<file path="src/hw/rtl/sdtr_pkg.sv">
// ----------------------------------------------------------------------------
// sdtr_pkg: shared types and constants for the speed dependent torque ramp
// Holds the register map, the controller command codes, the path codes and
// the fixed datapath widths used by the controller and the datapath.
// ----------------------------------------------------------------------------
package sdtr_pkg;

    // field and port widths
    localparam int DATA_W  = 16;
    localparam int ADDR_W  = 5;
    localparam int PDATA_W = 32;

    // register indexes (byte address = 4 * index)
    localparam logic [2:0] REG_DECEL_RAMP_START       = 3'd0;
    localparam logic [2:0] REG_DECEL_RAMP_END         = 3'd1;
    localparam logic [2:0] REG_DECEL_POWER_LOW_SPEED  = 3'd2;
    localparam logic [2:0] REG_DECEL_POWER_HIGH_SPEED = 3'd3;
    localparam logic [2:0] REG_LIMIT_RAMP_START       = 3'd4;
    localparam logic [2:0] REG_LIMIT_RAMP_END         = 3'd5;
    localparam logic [2:0] REG_LIMIT_POWER_LOW_SPEED  = 3'd6;
    localparam logic [2:0] REG_LIMIT_POWER_HIGH_SPEED = 3'd7;

    // ramp selector codes
    localparam logic [1:0] SEL_NONE     = 2'd0;
    localparam logic [1:0] SEL_DECEL    = 2'd1;
    localparam logic [1:0] SEL_LIMIT    = 2'd2;
    localparam logic [1:0] SEL_NONE_ALT = 2'd3;

    // 100 percent in Q8.8
    localparam int LIMIT_SCALE = 25600;

    // divider: 17 quotient bits plus one overflow bit
    localparam int DIV_STEPS = 18;
    localparam int CNT_W     = $clog2(DIV_STEPS);

    typedef struct packed {
        logic [DATA_W-1:0] decel_ramp_start;
        logic [DATA_W-1:0] decel_ramp_end;
        logic [DATA_W-1:0] decel_power_low_speed;
        logic [DATA_W-1:0] decel_power_high_speed;
        logic [DATA_W-1:0] limit_ramp_start;
        logic [DATA_W-1:0] limit_ramp_end;
        logic [DATA_W-1:0] limit_power_low_speed;
        logic [DATA_W-1:0] limit_power_high_speed;
    } cfg_t;

    localparam cfg_t CFG_RESET = '{
        decel_ramp_start:       16'd0,
        decel_ramp_end:         16'd10240,
        decel_power_low_speed:  16'd25600,
        decel_power_high_speed: 16'd12800,
        limit_ramp_start:       16'd6400,
        limit_ramp_end:         16'd8192,
        limit_power_low_speed:  16'd25600,
        limit_power_high_speed: 16'd0
    };

    // how a request is processed
    typedef enum logic [1:0] {
        PATH_PASS,    // torque passes through
        PATH_BYPASS,  // deceleration with no floor, state follows torque
        PATH_FLAT,    // limiting with a flat factor
        PATH_CALC     // full multiply and divide sequence
    } path_t;

    // datapath commands
    typedef enum logic [3:0] {
        OP_IDLE,
        OP_LOAD,
        OP_MUL1,
        OP_MUL2,
        OP_MUL3,
        OP_PREP,
        OP_MULLO,
        OP_MULHI,
        OP_DIVLD,
        OP_DIV,
        OP_FIN
    } op_t;

    // controller states
    typedef enum logic [10:0] {
        ST_IDLE  = 11'b000_0000_0001,
        ST_CLASS = 11'b000_0000_0010,
        ST_MUL1  = 11'b000_0000_0100,
        ST_MUL2  = 11'b000_0000_1000,
        ST_MUL3  = 11'b000_0001_0000,
        ST_PREP  = 11'b000_0010_0000,
        ST_MULLO = 11'b000_0100_0000,
        ST_MULHI = 11'b000_1000_0000,
        ST_DIVLD = 11'b001_0000_0000,
        ST_DIV   = 11'b010_0000_0000,
        ST_FIN   = 11'b100_0000_0000
    } state_t;

endpackage

</file>
<file path="src/hw/rtl/speed_dependent_torque_ramp_top.sv">
// ----------------------------------------------------------------------------
// speed_dependent_torque_ramp_top: torque command ramp filter
// Per request: pass-through, dynamic deceleration floor, or speed dependent
// power limiting of a signed torque command.
// ----------------------------------------------------------------------------
// Usage:
//   Input channel (in_valid/in_ready) carries ramp_select, speed and
//   torque_in; output channel (out_valid/out_ready) carries torque_out.
//   One request is processed at a time. in_ready is high while the block is
//   idle. Pass-through and a deceleration ramp with no floor go straight to
//   the final step; a flat limiting factor runs the prepare step, two
//   partial products and the divide steps; the full sequence runs three
//   multiplies, two partial products, 18 restoring divide steps on one shared
//   multiplier and one subtractor. The next request can be taken in the
//   cycle in which out_valid rises.
//   The result sits in an output register; if the receiver stalls, a
//   further request still runs and waits in its last step until that
//   register is taken.
//   Configuration registers sit on the APB port at byte address 4*index.
//   They must be written by the user only while the block is idle; the
//   block does not enforce it. Reset loads the register defaults, clears
//   the stored deceleration output to zero and empties the output register.
// ----------------------------------------------------------------------------
module speed_dependent_torque_ramp_top (
    input  logic                               clk,
    input  logic                               rst_n,
    // configuration port
    input  logic                               psel,
    input  logic                               penable,
    input  logic                               pwrite,
    input  logic [sdtr_pkg::ADDR_W-1:0]        paddr,
    input  logic [sdtr_pkg::PDATA_W-1:0]       pwdata,
    output logic [sdtr_pkg::PDATA_W-1:0]       prdata,
    output logic                               pready,
    // request channel
    input  logic                               in_valid,
    output logic                               in_ready,
    input  logic [1:0]                         ramp_select,
    input  logic [sdtr_pkg::DATA_W-1:0]        speed,
    input  logic signed [sdtr_pkg::DATA_W-1:0] torque_in,
    // result channel
    output logic                               out_valid,
    input  logic                               out_ready,
    output logic signed [sdtr_pkg::DATA_W-1:0] torque_out
);

    sdtr_pkg::cfg_t  cfg;
    sdtr_pkg::op_t   op;
    sdtr_pkg::path_t path;

    // configuration registers
    sdtr_cfg u_cfg (
        .clk     (clk),
        .rst_n   (rst_n),
        .psel    (psel),
        .penable (penable),
        .pwrite  (pwrite),
        .paddr   (paddr),
        .pwdata  (pwdata),
        .prdata  (prdata),
        .pready  (pready),
        .cfg     (cfg)
    );

    // sequencer
    sdtr_ctrl u_ctrl (
        .clk       (clk),
        .rst_n     (rst_n),
        .in_valid  (in_valid),
        .out_ready (out_ready),
        .path      (path),
        .in_ready  (in_ready),
        .out_valid (out_valid),
        .op        (op)
    );

    // arithmetic
    sdtr_dp u_dp (
        .clk         (clk),
        .rst_n       (rst_n),
        .op          (op),
        .cfg         (cfg),
        .ramp_select (ramp_select),
        .speed       (speed),
        .torque_in   (torque_in),
        .path        (path),
        .torque_out  (torque_out)
    );

    // a request makes the block busy
    assert property (@(posedge clk) disable iff (!rst_n)
        in_valid && in_ready |=> !in_ready)
    else $error("block still ready after taking a request");

    // a new result only appears at the end of a busy period
    assert property (@(posedge clk) disable iff (!rst_n)
        $rose(out_valid) |-> $past(!in_ready))
    else $error("result raised while idle");

    // pass-through requests come back unchanged
    assert property (@(posedge clk) disable iff (!rst_n)
        in_valid && in_ready && !out_valid
        && (ramp_select == sdtr_pkg::SEL_NONE || ramp_select == sdtr_pkg::SEL_NONE_ALT)
        |=> ##2 (out_valid && (torque_out == $past(torque_in, 3))))
    else $error("pass-through result wrong or late");

endmodule

</file>
<file path="src/hw/rtl/sdtr_cfg.sv">
// ----------------------------------------------------------------------------
// sdtr_cfg: configuration register file
// Eight 16-bit registers behind an APB-style port, written in the access
// phase and read back zero-extended.
// ----------------------------------------------------------------------------
module sdtr_cfg (
    input  logic                         clk,
    input  logic                         rst_n,
    input  logic                         psel,
    input  logic                         penable,
    input  logic                         pwrite,
    input  logic [sdtr_pkg::ADDR_W-1:0]  paddr,
    input  logic [sdtr_pkg::PDATA_W-1:0] pwdata,
    output logic [sdtr_pkg::PDATA_W-1:0] prdata,
    output logic                         pready,
    output sdtr_pkg::cfg_t               cfg
);

    sdtr_pkg::cfg_t                cfg_reg;
    sdtr_pkg::cfg_t                cfg_next;
    logic [sdtr_pkg::DATA_W-1:0]   wdata;
    logic [sdtr_pkg::DATA_W-1:0]   rdata;
    logic [2:0]                    index;

    assign pready = 1'b1;
    assign wdata  = pwdata[sdtr_pkg::DATA_W-1:0];
    assign index  = paddr[4:2];
    assign cfg    = cfg_reg;

    // write decode
    always_comb
    begin
        cfg_next = cfg_reg;
        if (psel && penable && pwrite)
        begin
            unique case (index)
                sdtr_pkg::REG_DECEL_RAMP_START:       cfg_next.decel_ramp_start       = wdata;
                sdtr_pkg::REG_DECEL_RAMP_END:         cfg_next.decel_ramp_end         = wdata;
                sdtr_pkg::REG_DECEL_POWER_LOW_SPEED:  cfg_next.decel_power_low_speed  = wdata;
                sdtr_pkg::REG_DECEL_POWER_HIGH_SPEED: cfg_next.decel_power_high_speed = wdata;
                sdtr_pkg::REG_LIMIT_RAMP_START:       cfg_next.limit_ramp_start       = wdata;
                sdtr_pkg::REG_LIMIT_RAMP_END:         cfg_next.limit_ramp_end         = wdata;
                sdtr_pkg::REG_LIMIT_POWER_LOW_SPEED:  cfg_next.limit_power_low_speed  = wdata;
                sdtr_pkg::REG_LIMIT_POWER_HIGH_SPEED: cfg_next.limit_power_high_speed = wdata;
                default:                              cfg_next = cfg_reg;
            endcase
        end
    end

    always_ff @(posedge clk or negedge rst_n)
    begin
        if (!rst_n)
        begin
            cfg_reg <= sdtr_pkg::CFG_RESET;
        end
        else
        begin
            cfg_reg <= cfg_next;
        end
    end

    // read mux
    always_comb
    begin
        unique case (index)
            sdtr_pkg::REG_DECEL_RAMP_START:       rdata = cfg_reg.decel_ramp_start;
            sdtr_pkg::REG_DECEL_RAMP_END:         rdata = cfg_reg.decel_ramp_end;
            sdtr_pkg::REG_DECEL_POWER_LOW_SPEED:  rdata = cfg_reg.decel_power_low_speed;
            sdtr_pkg::REG_DECEL_POWER_HIGH_SPEED: rdata = cfg_reg.decel_power_high_speed;
            sdtr_pkg::REG_LIMIT_RAMP_START:       rdata = cfg_reg.limit_ramp_start;
            sdtr_pkg::REG_LIMIT_RAMP_END:         rdata = cfg_reg.limit_ramp_end;
            sdtr_pkg::REG_LIMIT_POWER_LOW_SPEED:  rdata = cfg_reg.limit_power_low_speed;
            sdtr_pkg::REG_LIMIT_POWER_HIGH_SPEED: rdata = cfg_reg.limit_power_high_speed;
            default:                              rdata = '0;
        endcase
    end

    assign prdata = {{(sdtr_pkg::PDATA_W-sdtr_pkg::DATA_W){1'b0}}, rdata};

endmodule

</file>
<file path="src/hw/rtl/sdtr_ctrl.sv">
// ----------------------------------------------------------------------------
// sdtr_ctrl: sequencing controller
// One-hot state machine that walks the datapath through the multiply,
// prepare, multiply and divide steps, and owns the output valid flag.
// ----------------------------------------------------------------------------
module sdtr_ctrl (
    input  logic                 clk,
    input  logic                 rst_n,
    input  logic                 in_valid,
    input  logic                 out_ready,
    input  sdtr_pkg::path_t      path,
    output logic                 in_ready,
    output logic                 out_valid,
    output sdtr_pkg::op_t        op
);

    sdtr_pkg::state_t              state_reg;
    sdtr_pkg::state_t              state_next;
    logic [sdtr_pkg::CNT_W-1:0]    cnt_reg;
    logic [sdtr_pkg::CNT_W-1:0]    cnt_next;
    logic                          out_valid_reg;
    logic                          out_valid_next;

    assign in_ready  = (state_reg == sdtr_pkg::ST_IDLE);
    assign out_valid = out_valid_reg;

    // next state and command decode
    always_comb
    begin
        state_next     = state_reg;
        cnt_next       = cnt_reg;
        op             = sdtr_pkg::OP_IDLE;
        out_valid_next = out_valid_reg && !out_ready;
        unique case (state_reg)
            sdtr_pkg::ST_IDLE:
            begin
                if (in_valid)
                begin
                    op         = sdtr_pkg::OP_LOAD;
                    state_next = sdtr_pkg::ST_CLASS;
                end
            end
            sdtr_pkg::ST_CLASS:
            begin
                case (path) inside
                    sdtr_pkg::PATH_PASS, sdtr_pkg::PATH_BYPASS:
                        state_next = sdtr_pkg::ST_FIN;
                    sdtr_pkg::PATH_FLAT:
                        state_next = sdtr_pkg::ST_PREP;
                    default:
                        state_next = sdtr_pkg::ST_MUL1;
                endcase
            end
            sdtr_pkg::ST_MUL1:
            begin
                op         = sdtr_pkg::OP_MUL1;
                state_next = sdtr_pkg::ST_MUL2;
            end
            sdtr_pkg::ST_MUL2:
            begin
                op         = sdtr_pkg::OP_MUL2;
                state_next = sdtr_pkg::ST_MUL3;
            end
            sdtr_pkg::ST_MUL3:
            begin
                op         = sdtr_pkg::OP_MUL3;
                state_next = sdtr_pkg::ST_PREP;
            end
            sdtr_pkg::ST_PREP:
            begin
                op         = sdtr_pkg::OP_PREP;
                state_next = sdtr_pkg::ST_MULLO;
            end
            sdtr_pkg::ST_MULLO:
            begin
                op         = sdtr_pkg::OP_MULLO;
                state_next = sdtr_pkg::ST_MULHI;
            end
            sdtr_pkg::ST_MULHI:
            begin
                op         = sdtr_pkg::OP_MULHI;
                state_next = sdtr_pkg::ST_DIVLD;
            end
            sdtr_pkg::ST_DIVLD:
            begin
                op         = sdtr_pkg::OP_DIVLD;
                cnt_next   = sdtr_pkg::CNT_W'(sdtr_pkg::DIV_STEPS - 1);
                state_next = sdtr_pkg::ST_DIV;
            end
            sdtr_pkg::ST_DIV:
            begin
                op = sdtr_pkg::OP_DIV;
                if (cnt_reg == '0)
                begin
                    state_next = sdtr_pkg::ST_FIN;
                end
                else
                begin
                    cnt_next = cnt_reg - 1'b1;
                end
            end
            sdtr_pkg::ST_FIN:
            begin
                // wait for a free output register
                if (!out_valid_reg || out_ready)
                begin
                    op             = sdtr_pkg::OP_FIN;
                    out_valid_next = 1'b1;
                    state_next     = sdtr_pkg::ST_IDLE;
                end
            end
            default:
            begin
                state_next = sdtr_pkg::ST_IDLE;
            end
        endcase
    end

    always_ff @(posedge clk or negedge rst_n)
    begin
        if (!rst_n)
        begin
            state_reg     <= sdtr_pkg::ST_IDLE;
            cnt_reg       <= '0;
            out_valid_reg <= 1'b0;
        end
        else
        begin
            state_reg     <= state_next;
            cnt_reg       <= cnt_next;
            out_valid_reg <= out_valid_next;
        end
    end

endmodule

</file>
<file path="src/hw/rtl/sdtr_dp.sv">
// ----------------------------------------------------------------------------
// sdtr_dp: arithmetic datapath
// One shared registered 18x19 multiplier, an accumulator, and a restoring
// divider that yields one quotient bit per step. Holds the previous
// deceleration output and the output register.
// ----------------------------------------------------------------------------
module sdtr_dp (
    input  logic                              clk,
    input  logic                              rst_n,
    input  sdtr_pkg::op_t                     op,
    input  sdtr_pkg::cfg_t                    cfg,
    input  logic [1:0]                        ramp_select,
    input  logic [sdtr_pkg::DATA_W-1:0]       speed,
    input  logic signed [sdtr_pkg::DATA_W-1:0] torque_in,
    output sdtr_pkg::path_t                   path,
    output logic signed [sdtr_pkg::DATA_W-1:0] torque_out
);

    // request registers
    logic [1:0]          sel_reg;
    logic [15:0]         spd_reg;
    logic signed [15:0]  tin_reg;
    logic signed [15:0]  prev_reg;
    logic signed [15:0]  prev_next;
    logic signed [15:0]  res_reg;

    // arithmetic registers
    logic signed [36:0]  prod_reg;
    logic signed [34:0]  acc_reg;
    logic [31:0]         den_reg;
    logic [15:0]         xmag_reg;
    logic [34:0]         ymag_reg;
    logic                neg_reg;
    logic [50:0]         rem_reg;
    logic [48:0]         dsh_reg;
    logic [17:0]         q_reg;

    // configuration-derived terms
    logic                is_decel;
    logic signed [16:0]  wd;
    logic signed [16:0]  wd_neg;
    logic [16:0]         awd;
    logic signed [16:0]  dpl_m_ph;
    logic signed [16:0]  wl;
    logic signed [16:0]  spd_m_st;
    logic signed [16:0]  lph_m_pl;
    logic                below;
    logic                above;
    logic                flat;
    logic                flat_hi;
    logic                bypass;

    // multiplier
    logic signed [17:0]  mul_a;
    logic signed [18:0]  mul_b;
    logic signed [36:0]  mul_p;

    // prepare step
    logic signed [34:0]  acc_neg;
    logic [34:0]         acc_abs;
    logic signed [35:0]  y;
    logic signed [35:0]  y_neg;
    logic [34:0]         y_abs;
    logic [31:0]         den_sel;
    logic signed [15:0]  xv;
    logic signed [16:0]  x_neg;
    logic [15:0]         x_abs;

    // divide step
    logic                ge;
    logic [50:0]         rem_sub;

    // final step
    logic [16:0]         qmag;
    logic [16:0]         qneg;
    logic                ovf;
    logic signed [15:0]  fl;
    logic signed [15:0]  res_sel;

    assign torque_out = res_reg;
    assign is_decel   = (sel_reg == sdtr_pkg::SEL_DECEL);

    // widths and slopes from the registers
    assign wd       = $signed({1'b0, cfg.decel_ramp_end}) - $signed({1'b0, cfg.decel_ramp_start});
    assign wd_neg   = -wd;
    assign awd      = wd[16] ? unsigned'(wd_neg) : unsigned'(wd);
    assign dpl_m_ph = $signed({1'b0, cfg.decel_power_low_speed})
                    - $signed({1'b0, cfg.decel_power_high_speed});
    assign wl       = $signed({1'b0, cfg.limit_ramp_end}) - $signed({1'b0, cfg.limit_ramp_start});
    assign spd_m_st = $signed({1'b0, spd_reg}) - $signed({1'b0, cfg.limit_ramp_start});
    assign lph_m_pl = $signed({1'b0, cfg.limit_power_high_speed})
                    - $signed({1'b0, cfg.limit_power_low_speed});
    assign below    = spd_reg < cfg.limit_ramp_start;
    assign above    = spd_reg > cfg.limit_ramp_end;
    assign flat     = below || above || (cfg.limit_ramp_end == cfg.limit_ramp_start);
    assign flat_hi  = !below && above;
    assign bypass   = (wd == '0) || (cfg.decel_power_high_speed == '0);

    // path classification
    always_comb
    begin
        case (sel_reg)
            sdtr_pkg::SEL_DECEL: path = bypass ? sdtr_pkg::PATH_BYPASS : sdtr_pkg::PATH_CALC;
            sdtr_pkg::SEL_LIMIT: path = flat ? sdtr_pkg::PATH_FLAT : sdtr_pkg::PATH_CALC;
            default:             path = sdtr_pkg::PATH_PASS;
        endcase
    end

    // multiplier operand select
    always_comb
    begin
        mul_a = '0;
        mul_b = '0;
        case (op)
            sdtr_pkg::OP_MUL1:
            begin
                if (is_decel)
                begin
                    mul_a = $signed({2'b00, cfg.decel_power_high_speed});
                    mul_b = 19'(wd);
                end
                else
                begin
                    mul_a = $signed({2'b00, cfg.limit_power_low_speed});
                    mul_b = 19'(wl);
                end
            end
            sdtr_pkg::OP_MUL2:
            begin
                if (is_decel)
                begin
                    mul_a = $signed({2'b00, spd_reg});
                    mul_b = 19'(dpl_m_ph);
                end
                else
                begin
                    mul_a = 18'(spd_m_st);
                    mul_b = 19'(lph_m_pl);
                end
            end
            sdtr_pkg::OP_MUL3:
            begin
                if (is_decel)
                begin
                    mul_a = $signed({2'b00, cfg.decel_power_high_speed});
                    mul_b = $signed({2'b00, awd});
                end
                else
                begin
                    mul_a = 18'(sdtr_pkg::LIMIT_SCALE);
                    mul_b = 19'(wl);
                end
            end
            sdtr_pkg::OP_MULLO:
            begin
                mul_a = $signed({2'b00, xmag_reg});
                mul_b = $signed({1'b0, ymag_reg[17:0]});
            end
            sdtr_pkg::OP_MULHI:
            begin
                mul_a = $signed({2'b00, xmag_reg});
                mul_b = $signed({2'b00, ymag_reg[34:18]});
            end
            default:
            begin
                mul_a = '0;
                mul_b = '0;
            end
        endcase
    end

    assign mul_p = mul_a * mul_b;

    // prepare: divisor, multiplicand magnitudes and result sign
    assign acc_neg = -acc_reg;
    assign acc_abs = acc_reg[34] ? unsigned'(acc_neg) : unsigned'(acc_reg);

    always_comb
    begin
        if (is_decel)
        begin
            den_sel = prod_reg[31:0];
            y       = $signed({4'b0000, prod_reg[31:0]}) - $signed({1'b0, acc_abs});
        end
        else if (flat)
        begin
            den_sel = 32'(sdtr_pkg::LIMIT_SCALE);
            y       = $signed({20'd0, flat_hi ? cfg.limit_power_high_speed
                                              : cfg.limit_power_low_speed});
        end
        else
        begin
            den_sel = prod_reg[31:0];
            y       = $signed({4'b0000, acc_reg[31:0]});
        end
    end

    assign y_neg = -y;
    assign y_abs = y[35] ? y_neg[34:0] : y[34:0];
    assign xv    = is_decel ? prev_reg : tin_reg;
    assign x_neg = -$signed({xv[15], xv});
    assign x_abs = xv[15] ? x_neg[15:0] : xv[15:0];

    // one restoring divide step
    assign ge      = rem_reg >= {2'b00, dsh_reg};
    assign rem_sub = rem_reg - {2'b00, dsh_reg};

    // quotient to saturated signed value, then mode selection
    assign qmag = q_reg[16:0];
    assign ovf  = q_reg[17];
    assign qneg = -qmag;

    always_comb
    begin
        if (neg_reg)
        begin
            fl = (ovf || (qmag > 17'd32768)) ? 16'sh8000 : $signed(qneg[15:0]);
        end
        else
        begin
            fl = (ovf || (qmag > 17'd32767)) ? 16'sh7fff : $signed(qmag[15:0]);
        end
    end

    always_comb
    begin
        prev_next = prev_reg;
        if ((path == sdtr_pkg::PATH_PASS) || (path == sdtr_pkg::PATH_BYPASS))
        begin
            res_sel = tin_reg;
        end
        else if (is_decel)
        begin
            res_sel = (tin_reg < fl) ? fl : tin_reg;
        end
        else
        begin
            res_sel = fl[15] ? tin_reg : fl;
        end
        if (is_decel)
        begin
            prev_next = res_sel;
        end
    end

    // deceleration state
    always_ff @(posedge clk or negedge rst_n)
    begin
        if (!rst_n)
        begin
            prev_reg <= '0;
        end
        else if (op == sdtr_pkg::OP_FIN)
        begin
            prev_reg <= prev_next;
        end
    end

    // payload and arithmetic registers
    always_ff @(posedge clk)
    begin
        case (op)
            sdtr_pkg::OP_LOAD:
            begin
                sel_reg <= ramp_select;
                spd_reg <= speed;
                tin_reg <= torque_in;
            end
            sdtr_pkg::OP_MUL1:
            begin
                prod_reg <= mul_p;
            end
            sdtr_pkg::OP_MUL2:
            begin
                prod_reg <= mul_p;
                acc_reg  <= prod_reg[34:0];
            end
            sdtr_pkg::OP_MUL3:
            begin
                prod_reg <= mul_p;
                acc_reg  <= acc_reg + prod_reg[34:0];
            end
            sdtr_pkg::OP_PREP:
            begin
                den_reg  <= den_sel;
                xmag_reg <= x_abs;
                ymag_reg <= y_abs;
                neg_reg  <= xv[15] ^ y[35];
            end
            sdtr_pkg::OP_MULLO:
            begin
                prod_reg <= mul_p;
            end
            sdtr_pkg::OP_MULHI:
            begin
                prod_reg <= mul_p;
                rem_reg  <= {17'd0, prod_reg[33:0]};
            end
            sdtr_pkg::OP_DIVLD:
            begin
                rem_reg <= rem_reg + {prod_reg[32:0], 18'd0};
                dsh_reg <= {den_reg, 17'd0};
                q_reg   <= '0;
            end
            sdtr_pkg::OP_DIV:
            begin
                if (ge)
                begin
                    rem_reg <= rem_sub;
                end
                q_reg   <= {q_reg[16:0], ge};
                dsh_reg <= {1'b0, dsh_reg[48:1]};
            end
            sdtr_pkg::OP_FIN:
            begin
                res_reg <= res_sel;
            end
            default:
            begin
            end
        endcase
    end

endmodule
</file>
<file path="config.mk">
export PLATFORM = sky130hd
export DESIGN_NAME = speed_dependent_torque_ramp_top
export DESIGN_NICKNAME = d
export VERILOG_FILES = /design/src/hw/rtl/sdtr_pkg.sv /design/src/hw/rtl/speed_dependent_torque_ramp_top.sv /design/src/hw/rtl/sdtr_cfg.sv /design/src/hw/rtl/sdtr_ctrl.sv /design/src/hw/rtl/sdtr_dp.sv
export SDC_FILE = /design/constraint.sdc
export NUM_CORES = 2
export LEC_CHECK = 0
export ABC_AREA = 0
export ABC_CLOCK_PERIOD_IN_PS = 21000
export BUFFER_PORTS_ARGS = -buffer_cell sky130_fd_sc_hd__buf_2
export CORE_ASPECT_RATIO = 2
export CORE_MARGIN = 4
export CORE_UTILIZATION = 40
export CTS_BUF_LIST = sky130_fd_sc_hd__clkbuf_2
export DETAILED_ROUTE_END_ITERATION = 12
export PLACE_DENSITY = 0.66
export RECOVER_POWER = 25
export SYNTH_ARGS = -nofsm -noshare
export SYNTH_HDL_FRONTEND = slang
export SYNTH_SLANG_ARGS = --single-unit
</file>
<file path="constraint.sdc">
create_clock -name clk -period 21 [get_ports clk]
set_input_delay 1.05 -clock clk [delete_from_list [all_inputs] [get_ports clk]]
set_output_delay 1.05 -clock clk [all_outputs]
set_load 0.02 [all_outputs]
</file>
Word-level counts from Yosys, hierarchy flattened
Index checks and enable logic that the tools add are counted.
{"block": "op_classes", "addsub": 15, "mul": 1, "magnitude_cmp": 6, "n_eq_ne": 38, "muxes": 47, "bitwise": 1, "reduce_logical": 38}
{"cell": "16-bit 2-to-1 mux", "n": 11}
{"cell": "51-bit case mux with 3 select lines", "n": 1}
{"cell": "16-bit case mux with 8 select lines", "n": 1}
{"cell": "11-bit case mux with 11 select lines", "n": 1}
{"cell": "49-bit case mux with 2 select lines", "n": 1}
{"cell": "32-bit 2-to-1 mux", "n": 3}
{"cell": "19-bit case mux with 5 select lines", "n": 1}
{"cell": "16-bit by 16-bit subtractor with 17-bit output", "n": 5}
{"cell": "18-bit case mux with 4 select lines", "n": 1}
{"cell": "35-bit 2-to-1 mux", "n": 2}
{"cell": "35-bit negation", "n": 2}
{"cell": "35-bit case mux with 2 select lines", "n": 1}
{"cell": "19-bit 2-to-1 mux", "n": 3}
{"cell": "51-bit adder", "n": 1}
{"cell": "51-bit by 49-bit greater-or-equal comparator with 1-bit output", "n": 1}
{"cell": "51-bit 2-to-1 mux", "n": 1}
{"cell": "51-bit by 49-bit subtractor with 51-bit output", "n": 1}
{"cell": "11-bit 2-to-1 mux", "n": 4}
{"cell": "4-bit case mux with 10 select lines", "n": 1}
{"cell": "36-bit 2-to-1 mux", "n": 1}
{"cell": "18-bit case mux with 2 select lines", "n": 1}
{"cell": "32-bit by 35-bit subtractor with 36-bit output", "n": 1}
{"cell": "35-bit adder", "n": 1}
{"cell": "18-bit by 19-bit multiplier with 35-bit output", "n": 1}
{"cell": "other kinds (55)", "n": 99}
{"block": "word_totals", "regBits": 483, "input_bits": 78, "out_inout_bits": 51, "wordCells": 172}

Depth between registers and ports, before layout
{"block": "depth", "word_depth": 9, "ltp_mapped": 41, "depth_no_buf": 40}

Modules after synthesis
From an unflattened synthesis, not the netlist that was laid out.
{"block": "hier_totals", "cells_unflattened": 5225, "hier_area_um2": 48756.8}
{"module": "sdtr_dp", "n_inst": 1, "cells_per_inst": 4672, "area_per_inst_um2": 41639.9, "seq_area_each_um2": 10069.7}
{"module": "sdtr_cfg", "n_inst": 1, "cells_per_inst": 436, "area_per_inst_um2": 6040.8, "seq_area_each_um2": 3221.8}
{"module": "sdtr_ctrl", "n_inst": 1, "cells_per_inst": 117, "area_per_inst_um2": 1076.0, "seq_area_each_um2": 426.7}

Worst setup path before layout
Ideal clock, no wire load.
{"block": "synth_timing", "kind": "register -> register", "from": "register u_cfg.cfg_reg, in the netlist u_cfg.cfg[112]", "to": "register u_dp.prod_reg[34] (data pin)", "setup_time_ns": 0.259, "arrival_time_ns": 9.476, "required_time_ns": 20.741, "path_slack_ns": 11.265, "path_stages_with_launch": 37, "path_buffers": 1, "synth_period_minus_slack_ns": 9.735, "path_cell_list": "dfrtp_1 -> ha_1 -> fa_1 -> nand2b_1 -> a21oi_1 -> o21a_1 -> o21a_1 -> o21a_1 -> o221ai_1 -> or4_1 -> o31ai_1 -> xor2_1 -> a21oi_1 -> o221ai_1 -> clkbuf_1 -> nand2_1 -> fa_1 -> fa_1 -> inv_1 -> fa_1 -> fa_1 -> fa_1 -> inv_1 -> fa_1 -> inv_1 -> ha_1 -> a21oi_1 -> o21ai_0 -> a211oi_1 -> o311ai_0 -> a21oi_1 -> a21oi_1 -> and4_1 -> a2111oi_0 -> o21ai_0 -> a21oi_1 -> xnor2_1"}
{"block": "synth_via", "elab_chain_cells": 6, "word_cells_on_any_way": 7, "cone_classes": "add/sub: 2; mul: 1; mux: 4"}
{"item": "from (decl)", "line_no": "sdtr_cfg.sv:19", "text": "sdtr_pkg::cfg_t cfg_reg;"}
{"item": "from (signal assigned)", "line_no": "sdtr_cfg.sv:54", "text": "cfg_reg <= sdtr_pkg::CFG_RESET;"}
{"item": "from (signal assigned)", "line_no": "sdtr_cfg.sv:58", "text": "cfg_reg <= cfg_next;"}
{"item": "16-bit by 16-bit subtractor with 17-bit output (*)", "line_no": "sdtr_dp.sv:84", "text": "assign wd = $signed({1'b0, cfg.decel_ramp_end}) - $signed({1'b0, cfg.decel_ramp_start});"}
{"item": "17-bit negation", "line_no": "sdtr_dp.sv:85", "text": "assign wd_neg = -wd;"}
{"item": "17-bit 2-to-1 mux", "line_no": "sdtr_dp.sv:86", "text": "assign awd = wd[16] ? unsigned'(wd_neg) : unsigned'(wd);"}
{"item": "19-bit 2-to-1 mux", "line_no": "sdtr_dp.sv:143", "text": "if (is_decel)"}
{"item": "19-bit case mux with 5 select lines (*)", "line_no": "sdtr_dp.sv:114", "text": "case (op)"}
{"item": "18-bit by 19-bit multiplier with 35-bit output (*)", "line_no": "sdtr_dp.sv:172", "text": "assign mul_p = mul_a * mul_b;"}
{"item": "via u_dp.mul_p[34]", "line_no": "sdtr_dp.sv:56", "text": "logic signed [36:0] mul_p;"}
{"item": "to (signal assigned)", "line_no": "sdtr_dp.sv:271", "text": "prod_reg <= mul_p;"}
{"item": "to (signal assigned)", "line_no": "sdtr_dp.sv:275", "text": "prod_reg <= mul_p;"}
{"item": "to (signal assigned)", "line_no": "sdtr_dp.sv:280", "text": "prod_reg <= mul_p;"}
{"item": "to (decl)", "line_no": "sdtr_dp.sv:28", "text": "logic signed [36:0] prod_reg;"}
Mark *: on every way through the listed nets, which the timed path passes. The rest lies on a longest branch.
A chain may end at the register's enable or synchronous reset.

Worst setup path after layout
Ends and elaborated chain as after synthesis.

==> metrics.csv <==
stage,metric,value,unit
sta,FMAX,83.8,MHz
routing,Avg WL per Cell,24.7,um
global_route,vias in the first global route,43700,
synthesis,asr flop ratio synth,33.3,%
die,Top Ports,129,
layout,Area Growth Syn to Fin,8.37,%
global_route,antenna violations before repair,7,
die,core box area,120000,um^2
routing,drt drc,0,
setup_path,top fanout value on the critical path,18,
clock_tree,Clock transition at path regs,0.12,ns
routing,Detailed Route Iter0 Violations,3339,
die,Initial Util,40.3,%
synthesis,Synthesis Warnings,0,
synthesis,mapped cell area,48300,um^2
global_route,grt total ovfl,0,
routing,routed via count,42400,
sta,slew margin rel.,-142,%
routing,routed wire length,177000,um
die,die area,127000,um^2
synthesis,#FFs+latches synth,483,
clock_tree,CTS Buffer Depth,3,
setup_path,crit-path most repeated cell,fa_1,
synthesis,dominant synthesized flop cell,edfxtp_1,
routing,Antenna Nets Post-Route,0,
clock_tree,Sink Count,483,
outcome,failing checks,"max-capacitance violations, max-slew violations",
clock_tree,cts hold-fix bufs,55,
power,leakage power,23.2,nW
synthesis,synth top area cells,"edfxtp_1 20%, fa_1 14%, ha_1 9.3%, dfrtp_1 7.5%, inv_1 4.9%",
outcome,status,"complete, but fails checks",
synthesis,Yosys top cell area share,20.0,%
sta,Max Slew Vio Count,320,
global_route,largest net degree at the start of global routing,99,
synthesis,Synth Instances,5355,
die,Row Count,180,
synthesis,Synth cell types,104,
setup_path,Critical Path AT,13.12,ns
global_route,first-pass GRT wire length,261000,um
place,hpwl dp,138000,um
synthesis,"Seq/Total Area, Yosys",28.4,%
sta,WHS,0.196,ns
routing,iteration count of the initial detailed-routing pass,6,
layout,Util after Layout,43.6,%
place,RePlAce Congestion,1.04,
synthesis,largest area contributor in the netlist,edfxtp_1,
global_route,GRT Util Overall,27.5,%
setup_path,Worst path max stage delay,0.89,ns
layout,share of layout cells above drive strength 1,9.06,%
layout,Final nets,6291,
clock_tree,CTS tree,yes,
sta,fin crit share,56.8,%
sta,"Setup violations, final",0,
sta,min Tclk post-route,11.93,ns
routing,vias per std cell,5.92,
clock_tree,Clock Latency Late Sink,1.53,ns
power,worst vdd ir,0.0461,mV
setup_path,Worst Setup Start Kind,flop,
clock_tree,Post-CTS Setup Bufs,0,
sta,Worst Clk Skew,0.244,ns
setup_path,CP max-delay cell,a221o_1,
run,# Max-Cap Violations,8,
synthesis,Avg Inst Size Synth,9.02,um^2
clock_tree,Root Driver,clkbuf_2,
setup_path,Setup crit end kind,flop,
sta,Fin. Hold Viols,0,
clock_tree,post-CTS sizing,0,
die,Die Y,500,um
synthesis,leading cell type by number of instances after synthesis,inv_1,
sta,Setup TNS,0,ns
place,# port buffers,93,
synthesis,Post-synth top cells,"635 x inv_1, 596 x nand2_1, 387 x o21ai_0, 361 x ha_1, 340 x fa_1",
layout,max reg flops,128,
clock_tree,CTS H-Tree Depth,3,
sta,Slew @ Worst Pin,3.63,ns
die,Die X,254,um
synthesis,Post-synth EDFFs,322,
setup_path,type of the worst setup path,reg -> reg,
power,PwrDens,63.4,nW/um^2
min_path,Hold Crit Class,in -> reg,
setup_path,"Data required, critical path",22.19,ns
sta,RSZ-0062 raised after global routing,false,
clock_tree,CTS Buf Count,111,
## through the flow
stage / setup slack (ns) / area, um^2 / cells / power (mW)
3_5_place_dp: 9.42 / 50700 / 6891 / 2.56
5_1_grt: 8.38 / 52300 / 7158 / 3.46
6_report: 9.07 / 52400 / 7165 / 3.32
4_1_cts: 9.29 / 52400 / 7155 / 3.28
2_1_floorplan: 11.26 / 48400 / 5370 / 2.09
3_3_place_gp: 9.47 / 50700 / 6891 / 2.53
## path summary, 6_finish.rpt
| path | start | end | slack, ns | cells past startpoint |
|---|---|---|---|---|
| setup / recovery | u_cfg.cfg[112]$_DFFE_PN0P_ | u_dp.prod_reg[34]$_DFFE_PP_ | 9.07 | 39 |
| hold / removal | penable | u_cfg.cfg[48]$_DFFE_PN0P_ | 0.20 | 4 |
| setup reg to reg | u_cfg.cfg[112]$_DFFE_PN0P_ | u_dp.prod_reg[34]$_DFFE_PP_ | 9.07 | 39 |
| hold reg to reg | u_dp.den_reg[14]$_DFFE_PN_ | u_dp.dsh_reg[31]$_DFFE_PN_ | 0.39 | 2 |
| max in group asynchronous | rst_n | u_cfg.cfg[0]$_DFFE_PN0P_ | 14.83 | 4 |
| min in group asynchronous | rst_n | u_cfg.cfg[71]$_DFFE_PN0P_ | 1.58 | 3 |
## cell usage in the layout (no fill, tap or decap), types with 82 or more instances in the layout
master    Yosys  routed
a21o_1      103     103
a21oi_1     282     280
and2_1      103     101
buf_2        10      83
buf_4        19      82
clkbuf_2      0     151
dfrtp_1     145     145
edfxtp_1    322     322
fa_1        340     340
ha_1        361     360
inv_1       635     633
nand2_1     596     596
nor2_1      339     335
nor3_1       88      88
o21ai_0     387     387
xnor2_1     164     164
xor2_1      122     122
## final cells by class
class                   instances  area (um^2)
clock inverters                58          390
repair buffers                246         1680
inverters                     636         2390
multi-input cells            4034        31500
clock buffers                 151          756
diodes                         10         25.0
flip-flops and latches        483        13700
fillers                     11700        67700
well taps                    1547         1940
## worst max-delay path, delay by kind of cell, from the launching register on
family	cells	cell delay, ns
compound gates	17	4.63
fa+ha+maj	9	4.10
simple gates	5	1.55
buf+inv	7	0.63
flops	1	0.41
xor+xnor	1	0.33
## routing by layer
metal | share of wire, % | GRT usage (%) | vias to the layer above | wire [um]
met5 | 0.035 | 0 | - | 62
met4 | 12 | 25.0 | 8 | 20700
li1 | - | - | 19000 | -
met1 | 31 | 25.7 | 20600 | 54500
met2 | 51 | 50.0 | 1905 | 90200
met3 | 6.3 | 5.06 | 839 | 11200
## kinds of logic after synthesis
family | Yosys count | synth area share (%)
other | 2 | 0.0155
adders and majority gates | 701 | 23.4
DFF | 483 | 28.4
and+or+nand+nor | 1557 | 15.3
buffers and inverters | 853 | 6.83
xor gates and xnor gates | 286 | 5.18
muxes | 110 | 2.55
AOI/OAI and AO/OA | 1363 | 18.3
## power by group
part	internal [mW]	switching (mW)
clock network	0.267	0.446
logic	0.466	0.878
registers	1.13	0.130
total	1.87	1.45
Power figures use the tool's default switching activity.
